`src/rtl/sbsm_pkg.sv`:
```
// Shared types and constants for the serial bank switch mapper.
// No dependencies; used by every module of the block.
package sbsm_pkg;

   localparam int ADDR_W      = 16;
   localparam int DATA_W      = 8;
   localparam int MEM_ADDR_W  = 18;
   localparam int CSR_DATA_W  = 32;
   localparam int CSR_ADDR_W  = 3;
   localparam int REQ_TDATA_W = 24;
   localparam int RSP_TDATA_W = 32;

   localparam logic [4:0] BANK_COUNT_RESET = 5'd16;
   localparam logic [4:0] CONTROL_RESET    = 5'h0C;
   localparam logic [4:0] CHR_HIGH_RESET   = 5'd1;
   localparam logic [3:0] PRG_HIGH_RESET   = 4'd15;
   localparam logic [2:0] LOAD_LAST        = 3'd4;

   localparam logic [1:0] PRG_MODE_FIX_FIRST = 2'd2;
   localparam logic [1:0] PRG_MODE_FIX_LAST  = 2'd3;

   typedef enum logic [1:0] {
      CMD_PRG_READ  = 2'd0,
      CMD_PRG_WRITE = 2'd1,
      CMD_CHR_READ  = 2'd2,
      CMD_CHR_WRITE = 2'd3
   } cmd_type;

   typedef enum logic [1:0] {
      SEL_NONE    = 2'd0,
      SEL_PRG_ROM = 2'd1,
      SEL_CHR_ROM = 2'd2,
      SEL_CHR_RAM = 2'd3
   } mem_sel_type;

   typedef enum logic [1:0] {
      TGT_CONTROL = 2'd0,
      TGT_CHR0    = 2'd1,
      TGT_CHR1    = 2'd2,
      TGT_PRG     = 2'd3
   } load_target_type;

   typedef enum logic [0:0] {
      REG_BANK_COUNT = 1'b0,
      REG_CHR_RAM    = 1'b1
   } reg_index_type;

   typedef struct packed {
      logic          wr_en;
      reg_index_type index;
      logic [CSR_DATA_W-1:0] wdata;
   } csr_bus_type;

   typedef struct packed {
      logic [3:0] prg_low;
      logic [3:0] prg_high;
      logic [4:0] chr_low;
      logic [4:0] chr_high;
      logic       chr_ram;
   } bank_state_type;

   typedef struct packed {
      mem_sel_type             sel;
      logic [MEM_ADDR_W-1:0]   addr;
      logic                    wr;
      logic [DATA_W-1:0]       wdata;
   } xlate_result_type;

endpackage

```
`src/rtl/sbsm_regs.sv`:
```
// Serial loader, control and bank registers, and the CSR register file.
// Depends on sbsm_pkg.
module sbsm_regs (
   input  logic                          clock,
   input  logic                          reset,
   input  logic                          item_accept,
   input  sbsm_pkg::cmd_type             cmd,
   input  logic [sbsm_pkg::ADDR_W-1:0]   address,
   input  logic [sbsm_pkg::DATA_W-1:0]   data,
   input  sbsm_pkg::csr_bus_type         csr,
   output logic [sbsm_pkg::CSR_DATA_W-1:0] csr_rdata,
   output sbsm_pkg::bank_state_type      bank_state,
   output logic [1:0]                    mirroring_in
);

   logic [4:0] bank_count_ff, bank_count_in;
   logic       chr_ram_ff, chr_ram_in;
   logic [4:0] load_shift_ff, load_shift_in;
   logic [2:0] load_count_ff, load_count_in;
   logic [4:0] control_ff, control_in;
   logic [3:0] prg_low_ff, prg_low_in;
   logic [3:0] prg_high_ff, prg_high_in;
   logic [4:0] chr_low_ff, chr_low_in;
   logic [4:0] chr_high_ff, chr_high_in;

   logic       prg_write;
   logic [4:0] shift_next;
   logic [3:0] last_bank;
   sbsm_pkg::load_target_type target;

   assign prg_write  = item_accept && (cmd == sbsm_pkg::CMD_PRG_WRITE) && address[15];
   assign shift_next = {data[0], load_shift_ff[4:1]};
   assign last_bank  = bank_count_ff[3:0] - 4'd1;
   assign target     = sbsm_pkg::load_target_type'(address[14:13]);

   always_comb begin
      bank_count_in = bank_count_ff;
      chr_ram_in    = chr_ram_ff;
      load_shift_in = load_shift_ff;
      load_count_in = load_count_ff;
      control_in    = control_ff;
      prg_low_in    = prg_low_ff;
      prg_high_in   = prg_high_ff;
      chr_low_in    = chr_low_ff;
      chr_high_in   = chr_high_ff;
      if (csr.wr_en) begin
         unique case (csr.index)
            sbsm_pkg::REG_BANK_COUNT: begin
               bank_count_in = csr.wdata[4:0];
               prg_high_in   = csr.wdata[3:0] - 4'd1;
            end
            sbsm_pkg::REG_CHR_RAM: begin
               chr_ram_in = csr.wdata[0];
            end
            default: ;
         endcase
      end else if (prg_write) begin
         if (data[7]) begin
            load_shift_in = '0;
            load_count_in = '0;
            control_in    = control_ff | sbsm_pkg::CONTROL_RESET;
         end else if (load_count_ff >= sbsm_pkg::LOAD_LAST) begin
            load_shift_in = '0;
            load_count_in = '0;
            unique case (target)
               sbsm_pkg::TGT_CONTROL: control_in = shift_next;
               sbsm_pkg::TGT_CHR0: begin
                  if (!control_ff[4]) begin
                     chr_low_in  = {shift_next[4:1], 1'b0};
                     chr_high_in = {shift_next[4:1], 1'b1};
                  end else begin
                     chr_low_in = shift_next;
                  end
               end
               sbsm_pkg::TGT_CHR1: begin
                  if (control_ff[4]) begin
                     chr_high_in = shift_next;
                  end
               end
               sbsm_pkg::TGT_PRG: begin
                  priority if (control_ff[3:2] == sbsm_pkg::PRG_MODE_FIX_LAST) begin
                     prg_low_in  = shift_next[3:0];
                     prg_high_in = last_bank;
                  end else if (control_ff[3:2] == sbsm_pkg::PRG_MODE_FIX_FIRST) begin
                     prg_low_in  = '0;
                     prg_high_in = shift_next[3:0];
                  end else begin
                     prg_low_in  = {shift_next[3:1], 1'b0};
                     prg_high_in = {shift_next[3:1], 1'b1};
                  end
               end
               default: ;
            endcase
         end else begin
            load_shift_in = shift_next;
            load_count_in = load_count_ff + 3'd1;
         end
      end
   end

   always_ff @(posedge clock) begin
      if (reset) begin
         bank_count_ff <= sbsm_pkg::BANK_COUNT_RESET;
         chr_ram_ff    <= 1'b0;
         load_shift_ff <= '0;
         load_count_ff <= '0;
         control_ff    <= sbsm_pkg::CONTROL_RESET;
         prg_low_ff    <= '0;
         prg_high_ff   <= sbsm_pkg::PRG_HIGH_RESET;
         chr_low_ff    <= '0;
         chr_high_ff   <= sbsm_pkg::CHR_HIGH_RESET;
      end else begin
         bank_count_ff <= bank_count_in;
         chr_ram_ff    <= chr_ram_in;
         load_shift_ff <= load_shift_in;
         load_count_ff <= load_count_in;
         control_ff    <= control_in;
         prg_low_ff    <= prg_low_in;
         prg_high_ff   <= prg_high_in;
         chr_low_ff    <= chr_low_in;
         chr_high_ff   <= chr_high_in;
      end
   end

   always_comb begin
      unique case (csr.index)
         sbsm_pkg::REG_BANK_COUNT: csr_rdata = {27'd0, bank_count_ff};
         sbsm_pkg::REG_CHR_RAM:    csr_rdata = {31'd0, chr_ram_ff};
         default:                  csr_rdata = '0;
      endcase
   end

   assign bank_state.prg_low  = prg_low_ff;
   assign bank_state.prg_high = prg_high_ff;
   assign bank_state.chr_low  = chr_low_ff;
   assign bank_state.chr_high = chr_high_ff;
   assign bank_state.chr_ram  = chr_ram_ff;
   assign mirroring_in        = control_in[1:0];

   // loader never runs past its fifth bit
   a_load_count_range: assert property (@(posedge clock) disable iff (reset)
      load_count_ff <= sbsm_pkg::LOAD_LAST)
      else $error("load count out of range");

   // reset beat on the serial port forces fix-last PRG mode and clears the loader
   a_reset_beat: assert property (@(posedge clock) disable iff (reset)
      (prg_write && data[7] && !csr.wr_en) |=>
      (control_ff[3:2] == sbsm_pkg::PRG_MODE_FIX_LAST) && (load_count_ff == 3'd0))
      else $error("reset beat did not clear loader");

   // bank count write reloads the last-bank register
   a_count_reload: assert property (@(posedge clock) disable iff (reset)
      (csr.wr_en && (csr.index == sbsm_pkg::REG_BANK_COUNT)) |=>
      (prg_high_ff == ($past(csr.wdata[3:0]) - 4'd1)))
      else $error("last bank not reloaded");

endmodule

```
`src/rtl/sbsm_xlate.sv`:
```
// Address translation for PRG and CHR beats from the current bank state.
// Depends on sbsm_pkg.
module sbsm_xlate (
   input  sbsm_pkg::cmd_type             cmd,
   input  logic [sbsm_pkg::ADDR_W-1:0]   address,
   input  logic [sbsm_pkg::DATA_W-1:0]   data,
   input  sbsm_pkg::bank_state_type      bank_state,
   output sbsm_pkg::xlate_result_type    result
);

   logic       chr_window;
   logic [3:0] prg_bank;
   logic [4:0] chr_bank;

   assign chr_window = (address[15:13] == 3'd0);
   assign prg_bank   = address[14] ? bank_state.prg_high : bank_state.prg_low;
   assign chr_bank   = address[12] ? bank_state.chr_high : bank_state.chr_low;

   always_comb begin
      result.sel   = sbsm_pkg::SEL_NONE;
      result.addr  = '0;
      result.wr    = 1'b0;
      result.wdata = '0;
      unique case (cmd)
         sbsm_pkg::CMD_PRG_READ: begin
            if (address[15]) begin
               result.sel  = sbsm_pkg::SEL_PRG_ROM;
               result.addr = {prg_bank, address[13:0]};
            end
         end
         sbsm_pkg::CMD_PRG_WRITE: ;
         sbsm_pkg::CMD_CHR_READ: begin
            if (chr_window) begin
               result.sel  = bank_state.chr_ram ? sbsm_pkg::SEL_CHR_RAM
                                                : sbsm_pkg::SEL_CHR_ROM;
               result.addr = {1'b0, chr_bank, address[11:0]};
            end
         end
         sbsm_pkg::CMD_CHR_WRITE: begin
            if (chr_window && bank_state.chr_ram) begin
               result.sel   = sbsm_pkg::SEL_CHR_RAM;
               result.addr  = {5'd0, address[12:0]};
               result.wr    = 1'b1;
               result.wdata = data;
            end
         end
         default: ;
      endcase
   end

endmodule

```
`src/rtl/serial_bank_switch_mapper.sv`:
```
// A result beat is registered and appears in the cycle after its request beat is taken.
// Throughput: one beat per cycle; a single output register holds the result,
// and a new request is taken whenever that register is empty or being drained.
// Reset (synchronous, active high) clears the loader and output valid and sets
// control 0x0C, bank count 16, last PRG bank 15, CHR banks 0 and 1.
// Depends on sbsm_pkg, sbsm_regs and sbsm_xlate.
module serial_bank_switch_mapper (
   input  logic                                 clock,
   input  logic                                 reset,
   input  logic                                 req_tvalid,
   output logic                                 req_tready,
   // address [15:0], data [23:16]
   input  logic [sbsm_pkg::REQ_TDATA_W-1:0]     req_tdata,
   // cmd [1:0]
   input  logic [1:0]                           req_tuser,
   output logic                                 rsp_tvalid,
   input  logic                                 rsp_tready,
   // mem_address [17:0], mem_write [18], write_data [26:19], mirroring [28:27]
   output logic [sbsm_pkg::RSP_TDATA_W-1:0]     rsp_tdata,
   // mem_select [1:0]
   output logic [1:0]                           rsp_tuser,
   input  logic                                 csr_psel,
   input  logic                                 csr_penable,
   input  logic                                 csr_pwrite,
   input  logic [sbsm_pkg::CSR_ADDR_W-1:0]      csr_paddr,
   input  logic [sbsm_pkg::CSR_DATA_W-1:0]      csr_pwdata,
   output logic [sbsm_pkg::CSR_DATA_W-1:0]      csr_prdata,
   output logic                                 csr_pready
);

   logic                               item_accept;
   sbsm_pkg::cmd_type                  cmd;
   logic [sbsm_pkg::ADDR_W-1:0]        address;
   logic [sbsm_pkg::DATA_W-1:0]        data;
   sbsm_pkg::csr_bus_type              csr;
   sbsm_pkg::bank_state_type           bank_state;
   sbsm_pkg::xlate_result_type         result;
   logic [1:0]                         mirroring_in;

   logic                               rsp_valid_ff, rsp_valid_in;
   logic [sbsm_pkg::RSP_TDATA_W-1:0]   rsp_tdata_ff, rsp_tdata_in;
   logic [1:0]                         rsp_tuser_ff, rsp_tuser_in;

   assign req_tready  = !rsp_valid_ff || rsp_tready;
   assign item_accept = req_tvalid && req_tready;
   assign cmd         = sbsm_pkg::cmd_type'(req_tuser);
   assign address     = req_tdata[15:0];
   assign data        = req_tdata[23:16];

   assign csr_pready  = 1'b1;
   assign csr.wr_en   = csr_psel && csr_penable && csr_pwrite && csr_pready;
   assign csr.index   = sbsm_pkg::reg_index_type'(csr_paddr[2]);
   assign csr.wdata   = csr_pwdata;

   sbsm_regs u_regs (
      .clock        (clock),
      .reset        (reset),
      .item_accept  (item_accept),
      .cmd          (cmd),
      .address      (address),
      .data         (data),
      .csr          (csr),
      .csr_rdata    (csr_prdata),
      .bank_state   (bank_state),
      .mirroring_in (mirroring_in)
   );

   sbsm_xlate u_xlate (
      .cmd        (cmd),
      .address    (address),
      .data       (data),
      .bank_state (bank_state),
      .result     (result)
   );

   always_comb begin
      rsp_valid_in = rsp_valid_ff && !rsp_tready;
      rsp_tdata_in = rsp_tdata_ff;
      rsp_tuser_in = rsp_tuser_ff;
      if (item_accept) begin
         rsp_valid_in = 1'b1;
         rsp_tdata_in = {3'd0, mirroring_in, result.wdata, result.wr, result.addr};
         rsp_tuser_in = result.sel;
      end
   end

   always_ff @(posedge clock) begin
      if (reset) begin
         rsp_valid_ff <= 1'b0;
      end else begin
         rsp_valid_ff <= rsp_valid_in;
      end
   end

   always_ff @(posedge clock) begin
      rsp_tdata_ff <= rsp_tdata_in;
      rsp_tuser_ff <= rsp_tuser_in;
   end

   assign rsp_tvalid = rsp_valid_ff;
   assign rsp_tdata  = rsp_tdata_ff;
   assign rsp_tuser  = rsp_tuser_ff;

endmodule

```
`config.mk`:
```
export PLATFORM = sky130hd
export DESIGN_NAME = serial_bank_switch_mapper
export DESIGN_NICKNAME = d
export VERILOG_FILES = /design/src/rtl/sbsm_pkg.sv /design/src/rtl/sbsm_regs.sv /design/src/rtl/sbsm_xlate.sv /design/src/rtl/serial_bank_switch_mapper.sv
export SDC_FILE = /design/constraint.sdc
export NUM_CORES = 1
export LEC_CHECK = 0
export BUFFER_PORTS_ARGS = -buffer_cell sky130_fd_sc_hd__buf_2
export CAP_MARGIN = 0
export CORE_ASPECT_RATIO = 1.4
export CORE_MARGIN = 4
export CORE_UTILIZATION = 43
export DETAILED_ROUTE_END_ITERATION = 8
export GPL_TIMING_DRIVEN = 0
export PLACE_DENSITY_LB_ADDON = 0.15
export RECOVER_POWER = 50
export REMOVE_ABC_BUFFERS = 1
export SYNTH_ARGS = -nofsm -noshare
export SYNTH_HDL_FRONTEND = slang
export SYNTH_SLANG_ARGS = --single-unit
```
`constraint.sdc`:
```
create_clock -name clock -period 1.74 [get_ports clock]
set_clock_uncertainty 0.15 [all_clocks]
set_input_delay 0.087 -clock clock [delete_from_list [all_inputs] [get_ports clock]]
set_output_delay 0.087 -clock clock [all_outputs]
set_load 0.01 [all_outputs]
```
### Word level (Yosys, flattened, before mapping)

Cells that the tools add are included.

* add/subtract/negate cells: 3
* $mul: 0
* div/mod/pow operators: 0
* order comparisons: 1
* equal/unequal tests: 12
* shifts and indexed selects: 0
* mux-type cells: 32
* bitwise gates (word level): 3
* reductions and logical operators: 29

Operators by type and width (number)
* case mux 32 bit (2 select lines): 1
* case mux 20 bit (3 select lines): 1
* 2-to-1 mux 4 bit: 13
* 2-to-1 mux 29 bit: 1
* 2-to-1 mux 5 bit: 5
* 2-to-1 mux 20 bit: 1
* AND reduction 5 bit: 4
* 2-to-1 mux 19 bit: 1
* equality test 2 bit (second input constant): 6
* nonzero test 2 bit: 6
* case mux 5 bit (2 select lines): 1
* AND reduction 2 bit: 4
* subtractor 4 x 1 -> 4 bit (second input constant): 2
* logical AND 1 bit: 7
* AND reduction 7 bit: 1
* 2-to-1 mux 3 bit: 2
* equality test 2 x 1 -> 1 bit (second input constant): 2
* zero test 2 bit: 2
* 2-to-1 mux 1 bit: 4
* 2-to-1 mux 2 bit: 2
* != test 2 x 1 -> 1 bit (second input constant): 2
* != test 2 bit (second input constant): 2
* AND reduction 4 bit: 1
* adder 3 x 1 -> 3 bit (second input constant): 1
* other kinds (5): 8

* register bits: 69
* bits in latches: 0
* RAM bits: 0
* bits in read-only memories: 0
* bits of input ports: 68
* output and inout port bits: 69
* logic and storage cells: 96
* memories: 0

### Longest topological paths before layout

* word-level depth: 8
* depth in mapped cells: 7
* gate-level depth less buffers: 7

### Hierarchy

From an unflattened synthesis, not the netlist that was laid out.

* cells, all modules: 324
* area total of the unflattened synthesis: 3384.5 um^2

By module, submodules not included
* sbsm_regs: instances 1, cells each 224, area an instance 1919.3 um^2, sequential area each 720.7 um^2
* serial_bank_switch_mapper: instances 1, cells each 43, area an instance 1029.7 um^2, sequential area each 950.9 um^2
* sbsm_xlate: instances 1, cells each 57, area an instance 435.4 um^2, sequential area each 0.0 um^2

### Worst setup path before layout

OpenSTA, ideal clock, no wires.

* path type: register to register
* start point: register rsp_valid_ff (netlist: rsp_tvalid)
* end point: register rsp_tdata_ff, in the netlist rsp_tdata[0] (enable)
* library setup time: 0.391 ns
* arrival: 1.362 ns
* required time: 1.199 ns
* slack: -0.163 ns
* stages on the path, launching flop included: 3
* buffers on the path: 0
* clock period less this slack: 1.903 ns
* path through: dfxtp_1 -> or2b_2 -> and2_1

* word-level cells in the longest chain between the ends: 3

Ends and longest elaborated chain
* start, declared: line serial_bank_switch_mapper.sv:40 `logic rsp_valid_ff, rsp_valid_in;`
* start signal, assigned: line serial_bank_switch_mapper.sv:91 `rsp_valid_ff <= rsp_valid_in;`
* zero test 1 bit: line serial_bank_switch_mapper.sv:44 `assign req_tready = !rsp_valid_ff || rsp_tready;`
* logical OR 1 bit: line serial_bank_switch_mapper.sv:44
* via req_tready: line serial_bank_switch_mapper.sv:11 `output logic req_tready,`
* logical AND 1 bit: line serial_bank_switch_mapper.sv:45 `assign item_accept = req_tvalid && req_tready;`
* end signal, assigned: line serial_bank_switch_mapper.sv:96 `rsp_tdata_ff <= rsp_tdata_in;`
* end, declared: line serial_bank_switch_mapper.sv:41 `logic [sbsm_pkg::RSP_TDATA_W-1:0] rsp_tdata_ff, rsp_tdata_in;`

The timed path passes the listed nets, and every way through them passes these cells.
A chain may end at the register's enable or synchronous reset.

### Final worst setup path

* start point: input port req_tdata[23] in the netlist's numbering
* end point: register u_regs.prg_high_ff[0]

* word-level cells in the longest chain between the ends: 2

Ends and longest elaborated chain
* start, declared: line serial_bank_switch_mapper.sv:13 `input logic [sbsm_pkg::REQ_TDATA_W-1:0] req_tdata,`
* != test 2 x 1 -> 1 bit (no line)
* AND reduction 5 bit (no line)
* end signal, assigned: line sbsm_regs.sv:109 `prg_high_ff <= sbsm_pkg::PRG_HIGH_RESET;`
* end signal, assigned: line sbsm_regs.sv:119 `prg_high_ff <= prg_high_in;`
* end, declared: line sbsm_regs.sv:22 `logic [3:0] prg_high_ff, prg_high_in;`

No other way between the ends.

==> summary.md <==
| Metric | Value |
|---|---|
| # rows | 37 |
| Final Non-Filler Cells | 524 |
| # DRC | 0 |
| DR WL/cell | 13.4 um |
| CTS tree | yes |
| HP Class | in2reg |
| Worst path max stage delay | between 500 and 600 ps |
| Async set or reset register ratio after synthesis | 0 |
| Area post-placement | 3600 um2 |
| Gp weighted congestion | 0.811 |
| Post-synth EDFFs | 31 |
| Synth Register Bits | 68 |
| Delay-heaviest family, CP | buffers and inverters |
| GRT Total Usage | 0.154 |
| Maximum buffer depth of the clock tree | 2 |
| Via/cell ratio | around 4.7 |
| HPWL Detailed | 4.96 mm |
| Pwr/cell area | a little under 900 nW/um2 |
| Pleak | 1.64 nW |
| Slowest-stage cell, CP | dlygate4sd3_1 |
| Layout cells sized above 1 | 0.187 |
| CP Max Fanout | 5 |
| Most common cell after layout, fill and taps aside | buf_2 |
| Crit Path Class | in2reg |
| FILL cells | 698 |
| Clock sinks | 68 |
| DP Cell Count | 474 |
| Clk_lat worst skew | 340 ps |
| CTS H-tree lvls | 3 |
| Post-synth top flop | dfxtp_1 |
| Run status | completed |
| Critical path startpoint category | input pin |
| Boundary Pins | 137 |
| Post-synthesis adder-cell area fraction | 0.0152 |
| Initial DRC Count | 98 |
| Synth cell types | 49 |
| Final critical-path share of the clock period | 0.976 |
| Antenna Cells | 0 |
| Root Driver | clkbuf_8 |
| Period minus WS final | between 1500 and 2000 ps |
| Max-Cap Viols | 0 |
| Vias in the first global route | 2354 |
| CP endpoint kind | flip-flop |
| Grt ovf | 0 |
| WP data arrival | 1830 ps |
| Core ar. | 7410 um2 |
| Die footprint | 9170 um2 |
| Main combinational cell family by area after synthesis | simple AND/OR/NAND/NOR gates |
| RSZ-0062 raised after global routing | true |
| Gate Count Post-Synth | 317 |
| Number of buffers and inverters on the critical path | 2 |
| DRT Wirelength | 7.03 mm |
| Clock transition at path regs | around 80 ps |
| Die H | 112 um |
| Num CTS Buffers | 9 |
| Most frequent cells in the layout | buf_2 (40), dfxtp_1 (37), clkbuf_1 (36) |
| Synth-to-layout area growth | 25.5% |
| Max Clk Rate | 589 MHz |
| First-pass GRT wire length | roughly 11 mm |
| Largest net degree at the start of global routing | 40 |
| Avg Cell Area, Syn | 10.4 um2 |
| Routed Antenna Nets | 0 |
| Synth warn | 0 |
| Cell Chain, Critical Path | dlygate4sd3_1 -> buf_2 -> and2b_2 -> nand3_1 -> o22a_1 -> a221oi_1 -> a211o_1 |
| Starting Density | 0.446 |
| Port Buffers | 76 |
| WP data required | 1870 ps |
| Mapped Area | around 3300 um2 |
| Worst-margin pin slew | 751 ps |
| Post-Layout Inst Area | 4150 um2 |
| Xor/xnor share of the synthesized area | 0.0106 |
| Routed via count | 2463 |
| Initial antenna violation count | 0 |
| Mux share of post-synthesis cell area | 0.0636 |
| Final setup viols | 0 |
| Relative slew slack | 0.500 |
| Final net count | 494 |
| Die width | 82.1 um |
| Synth Area in Simple Gates | 0.206 |
| Final Hold Fails | 0 |
| TritonRoute pass-1 iters | 5 |
| Worst vdd ir | 0.000450 V |
| Seq/Total Area, Yosys | 0.506 |
| Max-slew violations | 0 |
| Synth Area in Compound Gates | 0.0890 |
[worst paths after layout]
| check | depth (start not counted) | slack (ps) | to | startpoint |
|---|---|---|---|---|
| worst max-delay path | 7 | 40 | u_regs.prg_high_ff[0] | req_tdata[23] |
| worst min-delay path | 3 | 40 | rsp_tdata[12] | req_tdata[12] |
| worst max register to register | 5 | 80 | u_regs.control_ff[0] | rsp_tvalid |
| worst min register to register | 2 | 300 | u_regs.prg_low_ff[2] | u_regs.prg_low_ff[2] |
[per-stage QoR]
| step | total power [mW] | util | setup slack [ps] | TNS (ps) | hold slack (ps) |
|---|---|---|---|---|---|
| 6_report | 3.70 | 0.560 | 42.4 | 0 | 39.8 |
| 5_1_grt | 3.84 | 0.560 | -10.4 | -10.8 | 52.5 |
| 4_1_cts | 3.74 | 0.563 | 3.35 | 0 | 26.9 |
| 3_5_place_dp | 2.06 | 0.486 | -366 | -17380 | 147 |
| 3_3_place_gp | 2.06 | 0.486 | -355 | -16500 | 141 |
| 2_1_floorplan | 1.92 | - | -163 | -5500 | 1.28 |
[what timing repair did]
action,in CTS,in global routing
hold buffers,28,0
setup buffers,4,2
pin swaps,2,2
cloned,0,0
resized for setup,4,1
endpoints found under the setup margin,58,16
endpoints found under the hold margin,32,0
[flip-flops by register name (all words and copies together) (netlist names)]
signal / cells
u_regs.load_count_ff: 3
u_regs.prg_high_ff: 4
u_regs.bank_count_ff: 5
u_regs.chr_low_ff: 5
u_regs.control_ff: 5
u_regs.load_shift_ff: 4
u_regs.chr_high_ff: 5
u_regs.chr_ram_ff: 1
rsp_tvalid: 1
u_regs.prg_low_ff: 4
rsp_tdata: 29
rsp_tuser: 2
[worst reg2reg max path, stage by stage (launching register included)]
cell	delay (ps)
dfxtp_1	320
or2b_4	290
and4_4	210
nand3_4	120
mux2_4	310
nor2b_4	120
[Yosys cell counts (3+ instances only)]
cell,number,area share
a21oi_1,29,0.044
and2_1,9,0.017
buf_2,3,0.0045
buf_4,31,0.070
clkbuf_1,8,0.0091
dfxtp_1,37,0.22
edfxtp_1,31,0.28
ha_1,4,0.015
inv_1,10,0.011
mux2i_1,18,0.055
nand2_1,16,0.018
nand2b_1,8,0.015
nand3_1,14,0.021
nor2_1,21,0.024
nor2b_1,17,0.032
nor3_1,3,0.0045
o21ai_0,11,0.017
o22ai_1,6,0.011
[cell type report]
cell class | count | area [um2] | area share
Clock buffer | 11 | 151 | 0.0365
Multi-Input combinational cell | 223 | 1400 | 0.337
Clock inverter | 5 | 106 | 0.0257
Timing Repair Buffer | 110 | 661 | 0.159
Sequential cell | 68 | 1670 | 0.403
Inverter | 10 | 37.5 | 0.00906
Tap cell | 97 | 121 | 0.0293
[power breakdown]
group | switching [mW] | total [mW] | internal (mW) | leakage (nW)
Combinational | 0.199 | 0.338 | 0.139 | 0.897
Clock | 0.591 | 1.63 | 1.04 | 0.126
Sequential | 0.0140 | 1.73 | 1.72 | 0.612
[per-layer routing]
metal	wire [um]	GRT usage	vias to the layer above	part of all wire
met5	0	0	-	0
met4	158	0.0754	0	0.022
met2	3560	0.271	74	0.51
met3	504	0.0316	13	0.072
li1	-	-	1249	-
met1	2810	0.169	1127	0.40
[kinds of logic after synthesis]
logic type      Yosys count
simple gates            111
mux                      20
buf+inv                  55
other cells               2
fa+ha+maj                 4
compound gates           53
flops                    68
xor+xnor                  4
No activity file was read; power rests on OpenSTA's default activity.
